<file path="src/rtl/pgtd_pkg.sv">
// Shared types and constants for the pixel gray/threshold/downscale block.
// Depends on nothing; imported by the register file and the top level.
`timescale 1ns / 1ps

package pgtd_pkg;

    localparam int CH_W   = 8;   // one color channel
    localparam int PAIR_W = 9;   // sum of two channels
    localparam int LINE_W = 3 * PAIR_W;
    localparam int SUM3_W = 10;  // sum of three channels
    localparam int MODE_W = 2;
    localparam int SIZE_W = 13;
    localparam int ADDR_W = 4;
    localparam int DATA_W = 32;

    // register index codes, taken from paddr[3:2]
    localparam logic [1:0] REG_FILTER_MODE  = 2'd0;
    localparam logic [1:0] REG_IMAGE_WIDTH  = 2'd1;
    localparam logic [1:0] REG_IMAGE_HEIGHT = 2'd2;

    localparam logic [MODE_W-1:0] MODE_THRESHOLD = 2'd0;
    localparam logic [MODE_W-1:0] MODE_GRAY      = 2'd1;

    // divide by three as multiply by 683 / 2048, exact for sums up to 765
    localparam logic [SUM3_W:0] RECIP_3     = 11'd683;
    localparam int              RECIP_SHIFT = 11;

    localparam logic [CH_W-1:0] THRESH_LEVEL = 8'd128;
    localparam logic [CH_W-1:0] PIX_WHITE    = 8'hff;
    localparam logic [CH_W-1:0] PIX_BLACK    = 8'h00;

    typedef struct packed {
        logic [MODE_W-1:0] filter_mode;
        logic [SIZE_W-1:0] image_width;
        logic [SIZE_W-1:0] image_height;
        logic              restart;
    } cfg_t;

endpackage

</file>
<file path="src/rtl/pgtd_cfg_regs.sv">
// APB register file: filter mode, image width and image height.
// Depends on pgtd_pkg; flags a frame restart on every valid register write.
`timescale 1ns / 1ps

module pgtd_cfg_regs
    import pgtd_pkg::*;
(
    input  logic              clk,
    input  logic              rst_n,
    input  logic              psel,
    input  logic              penable,
    input  logic              pwrite,
    input  logic [ADDR_W-1:0] paddr,
    input  logic [DATA_W-1:0] pwdata,
    output logic [DATA_W-1:0] prdata,
    output logic              pready,
    output cfg_t              cfg
);

    logic [MODE_W-1:0] mode_reg,   mode_next;
    logic [SIZE_W-1:0] width_reg,  width_next;
    logic [SIZE_W-1:0] height_reg, height_next;
    logic              wr_en;
    logic              wr_hit;
    logic [1:0]        reg_index;

    assign pready    = 1'b1;
    assign wr_en     = psel && penable && pwrite;
    assign reg_index = paddr[3:2];

    always_comb
    begin
        mode_next   = mode_reg;
        width_next  = width_reg;
        height_next = height_reg;
        wr_hit      = 1'b0;
        if (wr_en)
        begin
            case (reg_index)
                REG_FILTER_MODE:
                begin
                    mode_next = pwdata[MODE_W-1:0];
                    wr_hit    = 1'b1;
                end
                REG_IMAGE_WIDTH:
                begin
                    width_next = pwdata[SIZE_W-1:0];
                    wr_hit     = 1'b1;
                end
                REG_IMAGE_HEIGHT:
                begin
                    height_next = pwdata[SIZE_W-1:0];
                    wr_hit      = 1'b1;
                end
                default:
                begin
                    wr_hit = 1'b0;
                end
            endcase
        end
    end

    always_ff @(posedge clk or negedge rst_n)
    begin
        if (!rst_n)
        begin
            mode_reg   <= MODE_THRESHOLD;
            width_reg  <= SIZE_W'(1);
            height_reg <= SIZE_W'(1);
        end
        else
        begin
            mode_reg   <= mode_next;
            width_reg  <= width_next;
            height_reg <= height_next;
        end
    end

    always_comb
    begin
        case (reg_index)
            REG_FILTER_MODE:  prdata = DATA_W'(mode_reg);
            REG_IMAGE_WIDTH:  prdata = DATA_W'(width_reg);
            REG_IMAGE_HEIGHT: prdata = DATA_W'(height_reg);
            default:          prdata = '0;
        endcase
    end

    assign cfg.filter_mode  = mode_reg;
    assign cfg.image_width  = width_reg;
    assign cfg.image_height = height_reg;
    assign cfg.restart      = wr_hit;

endmodule

</file>
<file path="config.mk">
export PLATFORM = sky130hd
export DESIGN_NAME = pgtd_cfg_regs
export DESIGN_NICKNAME = d
export VERILOG_FILES = /design/src/rtl/pgtd_pkg.sv /design/src/rtl/pgtd_cfg_regs.sv
export SDC_FILE = /design/constraint.sdc
export NUM_CORES = 1
export LEC_CHECK = 0
export BUFFER_PORTS_ARGS = -buffer_cell sky130_fd_sc_hd__buf_2
export CORE_ASPECT_RATIO = 1.5
export CORE_MARGIN = 1
export CORE_UTILIZATION = 40
export CTS_CLUSTER_SIZE = 30
export DETAILED_ROUTE_END_ITERATION = 12
export GPL_ROUTABILITY_DRIVEN = 0
export HOLD_SLACK_MARGIN = 0.1
export PLACE_DENSITY = 0.77
export SETUP_SLACK_MARGIN = 0.1
export SLEW_MARGIN = 5
export SYNTH_ARGS = -nofsm -noshare
export SYNTH_HDL_FRONTEND = slang
export SYNTH_SLANG_ARGS = --single-unit
</file>
<file path="constraint.sdc">
create_clock -name clk -period 1.1 [get_ports clk]
set_input_delay 0.11 -clock clk [delete_from_list [all_inputs] [get_ports clk]]
set_output_delay 0.11 -clock clk [all_outputs]
set_load 0.1 [all_outputs]
</file>
==> summary.txt, run 1 <==
Clock tree
  • Clock Tree Root: clkbuf_8
  • Clock Path Buffers: 2
  • Inserted Clock Buffers: 3
  • Clock net sink count: 28
  • Depth of the CTS H-tree: 1

GRT
  • Largest net degree at the start of global routing: 29
  • Antenna violations before repair: 0

Yosys
  • Average cell area after synthesis: 13.3 µm²
  • YS warnings: 0
  • Syn Std Cell Area: 1450 µm²
  • Cells after Synth: approximately 110
  • Flops & latches, synth: 28
  • Register area share after synthesis: 48.7%
  • Distinct cells, synth: 19

Floorplanning
  • # rows: 26
  • Die Span X: around 51 µm
  • Num ports: 103
  • Die Y: 75.6 µm
  • Initial Utilization: 42.3%

Timing
  • Worst-path end type: primary output
  • Worst setup endpoint GRT: prdata[0]

Placement
  • Pre-CTS setup slack: -347 ps
  • PortBufs: 61
  • DP Wirelength: ~3100 µm

Run status
  • Stopped at: 5_1_grt
  • Outcome: did not finish
  • Err: [ERROR DPL-0033] detailed placement checks failed during check placement.
-- kinds of logic after synthesis --
logic type | count (synthesis) | share of synthesized area, %
other | 2 | 0.520
buffers and inverters | 27 | 13.4
AO/OA/AOI/OAI | 14 | 7.71
AND/OR/NAND/NOR | 8 | 3.90
flip-flops | 28 | 48.7
multiplexers | 30 | 25.8
-- metrics by stage --
| stage | utilization (%) | cell area (µm²) | cells |
|---|---|---|---|
| after detailed placement | 79.6 | 2720 | 217 |
| after global placement | 79.6 | 2720 | 217 |
| after floorplan | - | 1860 | 127 |
| after CTS | 90.8 | 3100 | 249 |
-- synth_stat cells (all sizes together) --
cell / number / share of area, %
mux2: 28 / 24
buf: 25 / 13
dfstp: 2 / 3.6
mux2i: 2 / 1.4
nor3: 1 / 0.35
dfrtp: 26 / 45
a22o: 11 / 6.7
conb: 2 / 0.52
or3b: 1 / 0.61
nand2: 2 / 0.52
clkbuf: 2 / 0.52
o21ai: 2 / 0.69
nor3b: 1 / 0.87
nand3: 1 / 0.69
nor2b: 2 / 0.87
a21oi: 1 / 0.35
-- what timing repair did --
action,in CTS
hold endpoints to repair,47
buffers inserted,16
pin swaps,5
resized for setup,24
gates cloned,0
hold buffers,12
setup endpoints to repair,53
==> run 2, diff against run 1 <==
--- a/config.mk
+++ b/config.mk
@@ -6,15 +6,11 @@
 export NUM_CORES = 1
 export LEC_CHECK = 0
 export BUFFER_PORTS_ARGS = -buffer_cell sky130_fd_sc_hd__buf_2
-export CORE_ASPECT_RATIO = 1.5
 export CORE_MARGIN = 1
-export CORE_UTILIZATION = 40
-export CTS_CLUSTER_SIZE = 30
+export CORE_UTILIZATION = 25
 export DETAILED_ROUTE_END_ITERATION = 12
 export GPL_ROUTABILITY_DRIVEN = 0
-export HOLD_SLACK_MARGIN = 0.1
-export PLACE_DENSITY = 0.77
-export SETUP_SLACK_MARGIN = 0.1
+export PLACE_DENSITY_LB_ADDON = 0.15
 export SLEW_MARGIN = 5
 export SYNTH_ARGS = -nofsm -noshare
 export SYNTH_HDL_FRONTEND = slang
==> run 2 against run 1 <==
The flow now finishes, with violations (negative setup slack); area after synthesis did not move; synthesized cell count did not move.
==> summary.txt, run 2 <==
Yosys
  • Top post-synthesis cells by area: dfrtp_1 (45%), mux2_2 (14%), buf_4 (11%)
  • Cells after Synth: 109 (unchanged)
  • Register area share after synthesis: 48.7% (unchanged)
  • Most numerous cell in the Yosys netlist: dfrtp_1
  • YS warnings: 0 (unchanged)
  • Share of the synthesized area in the top cell type: 45.0% (unchanged)
  • Compound-Gate Fraction of Synth Area: 7.71% (unchanged)
  • Average cell area after synthesis: 13.3 µm² (unchanged)
  • Distinct cells, synth: 19 (unchanged)
  • Multiplexer area fraction after synthesis: 25.8% (unchanged)
  • Syn Std Cell Area: 1450 µm² (unchanged)
  • Post-synthesis xor/xnor area fraction: 0% (unchanged)
  • Largest family of logic cells by synthesized area: multiplexers
  • Post-synth EDFFs: 0 (unchanged)
  • Simple-gate share of the synthesized area: 3.90% (unchanged)
  • Ys flop type: dfrtp_1
  • Synth cell count leaders: dfrtp_1 (26), buf_4 (22), mux2_2 (18), a22o_1 (11), mux2_4 (10)
  • Flops & latches, synth: 28 (unchanged)
  • Ys async rst share: 100% (unchanged)
  • Leading area contributor after synthesis: dfrtp_1
  • Adder-Cell Fraction of Synth Area: 0% (unchanged)

Setup path
  • Critical Path RT: between 900 and 1000 ps
  • Crit path kind: reg2out
  • Worst setup EP type: output pin
  • Reg2reg start: height_reg[0]
  • CP Max Fanout: 2
  • Crit start category: flip-flop
  • Worst reg-to-reg path cell count: 4
  • Reg-to-reg endpoint: height_reg[0]
  • R2R Setup Slk: -50 ps
  • Critical Path AT: 1310 ps

Clock tree
  • Clock latency on the worst-skew pair: roughly 270 ps
  • CTS clock-pin slew for the worst setup and hold paths: 90 ps
  • Clock Path Buffers: 2 (unchanged)
  • Clock net sink count: 28 (unchanged)
  • Clock Tree Root: clkbuf_8
  • CTS tree: yes
  • Depth of the CTS H-tree: 1 (unchanged)
  • Inserted Clock Buffers: 3 (unchanged)

Detailed routing
  • ANT nets after route: 0
  • DR DRC count: 0
  • DRT Pass-1 Iters: 2
  • Drt wl/cell: 14.6 µm
  • Routed via count: between 1k and 1.5k
  • Drt total wl: 4010 µm
  • Initial DRC Count: 11
  • Via-to-Cell Ratio: approximately 4.2

Timing
  • Final hold violation count: 0
  • Post-layout minimum cycle time: 1420 ps
  • Final slew viol count: 0
  • Worst-Margin Slew: 500 ps
  • Post-layout worst setup margin: -319 ps
  • Clock skew: 0 ps
  • RSZ-0062 raised after global routing: true
  • Finish-stage setup viols: 36
  • Final period utilization: 129%
  • Fmax: 704 MHz
  • Slew margin rel.: about 67%

Floorplanning
  • # rows: 27 (+3.8%)
  • Die Span X: 78.0 µm (+53%)
  • Initial Utilization: 26.1% (-16 points)
  • Core footprint: 5540 µm²
  • Num ports: 103 (unchanged)
  • Die Y: 78.0 µm (+3.2%)
  • Die Area: just over 6000 µm²

GRT
  • Vias in the first global route: around 1.2k
  • First-pass GRT wire length: roughly 6600 µm
  • Global route overflow: 0
  • Antenna violations before repair: 0
  • Largest net degree at the start of global routing: 19
  • GRT Util Overall: 14.1%

Final layout
  • FILL cells: about 460
  • # diodes: 0
  • Most common cell after layout, fill and taps aside: buf_12
  • Layout overhead on the synthesized area: 115%
  • Most frequent cells in the layout: buf_12 (47), buf_6 (24), dfrtp_4 (22)
  • Area of the multi-input gates: 788 µm²
  • Nets: 245
  • Register area: between 700 and 800 µm²
  • Non-filler cells, final: 275
  • Final Core Density: approximately 56%
  • Share of cells above drive strength 1: 87.2%

Hold path
  • Hold_sp: pwdata[4]
  • Hold path depth: 2
  • Worst Hold Class: in2reg
  • WHS Endpoint: width_reg[4]

Power
  • Power Density: 2460 nW/µm²
  • Leakage: 0.00141 µW
  • Peak VDD IR: 1150 µV

Placement
  • Number of placed instances, taps included: 245 (+13%)
  • DP Wirelength: 2840 µm (-7.5%)
  • PortBufs: 61 (unchanged)

Run
  • MaxCap Viol Count: 0

Run status
  • Outcome: complete, but fails checks
  • Failing checks: negative setup slack
-- run 2: cell counts after synthesis --
No cell type changed its count.
-- run 2: repair_timing --
| action | 4_1_cts | 5_1_grt |
|---|---|---|
| hold buffers | 1 | 0 |
| pin swaps | 6 | 1 |
| hold endpoints to repair | 28 | 0 |
| endpoints found under the setup margin | 15 | 38 |
| gates resized for setup | 25 | 4 |
| setup buffers | 22 | 4 |
-- run 2: routing by layer --
| metal | vias up | GRT usage, % | part of all wire (%) |
|---|---|---|---|
| met5 | - | 0 | 0 |
| met4 | 0 | 1.67 | 0.47 |
| met3 | 4 | 5.47 | 8.6 |
| met2 | 51 | 23.8 | 50 |
| met1 | 576 | 17.6 | 41 |
| li1 | 528 | - | - |
-- run 2: worst max path at each step --
| stage | start | to | slack (ps) | cells after the start |
|---|---|---|---|---|
| after floorplan | width_reg[0] | prdata[0] | -510 | 2 |
| after global placement | paddr[2] | prdata[4] | -380 | 4 |
| after detailed placement | paddr[2] | prdata[12] | -420 | 4 |
| after CTS | width_reg[0] | prdata[0] | -340 | 3 |
| after global routing | width_reg[0] | prdata[0] | -370 | 3 |
| final | width_reg[0] | prdata[0] | -320 | 3 |
-- run 2: area by class of cell --
| class | count | share of cell area (%) |
|---|---|---|
| sequential | 28 | 25.7 |
| tap | 72 | 2.90 |
| clock buffer | 4 | 1.77 |
| timing repair buffer | 99 | 44.3 |
| multi-input combinational | 72 | 25.4 |
-- run 2: worst max-delay path, cell delays in order (launching register included) --
cell and delay [ps]:
dfstp_4 640, mux2i_4 70, o21ai_4 140, buf_12 190
-- run 2: kinds of logic (layout without fill, tap and decap cells) --
logic type             Yosys count  count (layout)
muxes                           30              30
buffers and inverters           27             103
DFF                             28              28
AOI/OAI and AO/OA               14              14
other                            2              20
and+or+nand+nor                  8               8
-- run 2: metrics by stage --
step | area [µm²] | setup WS [ps] | TNS [ps] | hold slack (ps) | total power [µW]
global route | 3110 | -373 | -5660 | 69.7 | 7890
global placement | 2740 | -383 | -9770 | 11.2 | 6480
floorplan | 1810 | -506 | -2710 | -186 | 4860
CTS | 3070 | -338 | -4570 | 70.0 | 7620
finish | 3110 | -319 | -4360 | 74.0 | 7630
detailed placement | 2740 | -416 | -10100 | 15.3 | 6520
-- run 2: where the power goes --
group	switching (µW)	leakage [µW]	total, µW	internal (µW)
Combinational	3260	0.00107	5310	2060
Sequential	263	0.000311	1690	1420
Clock	312	0.0000288	633	321
Power figures use the tool's default switching activity.
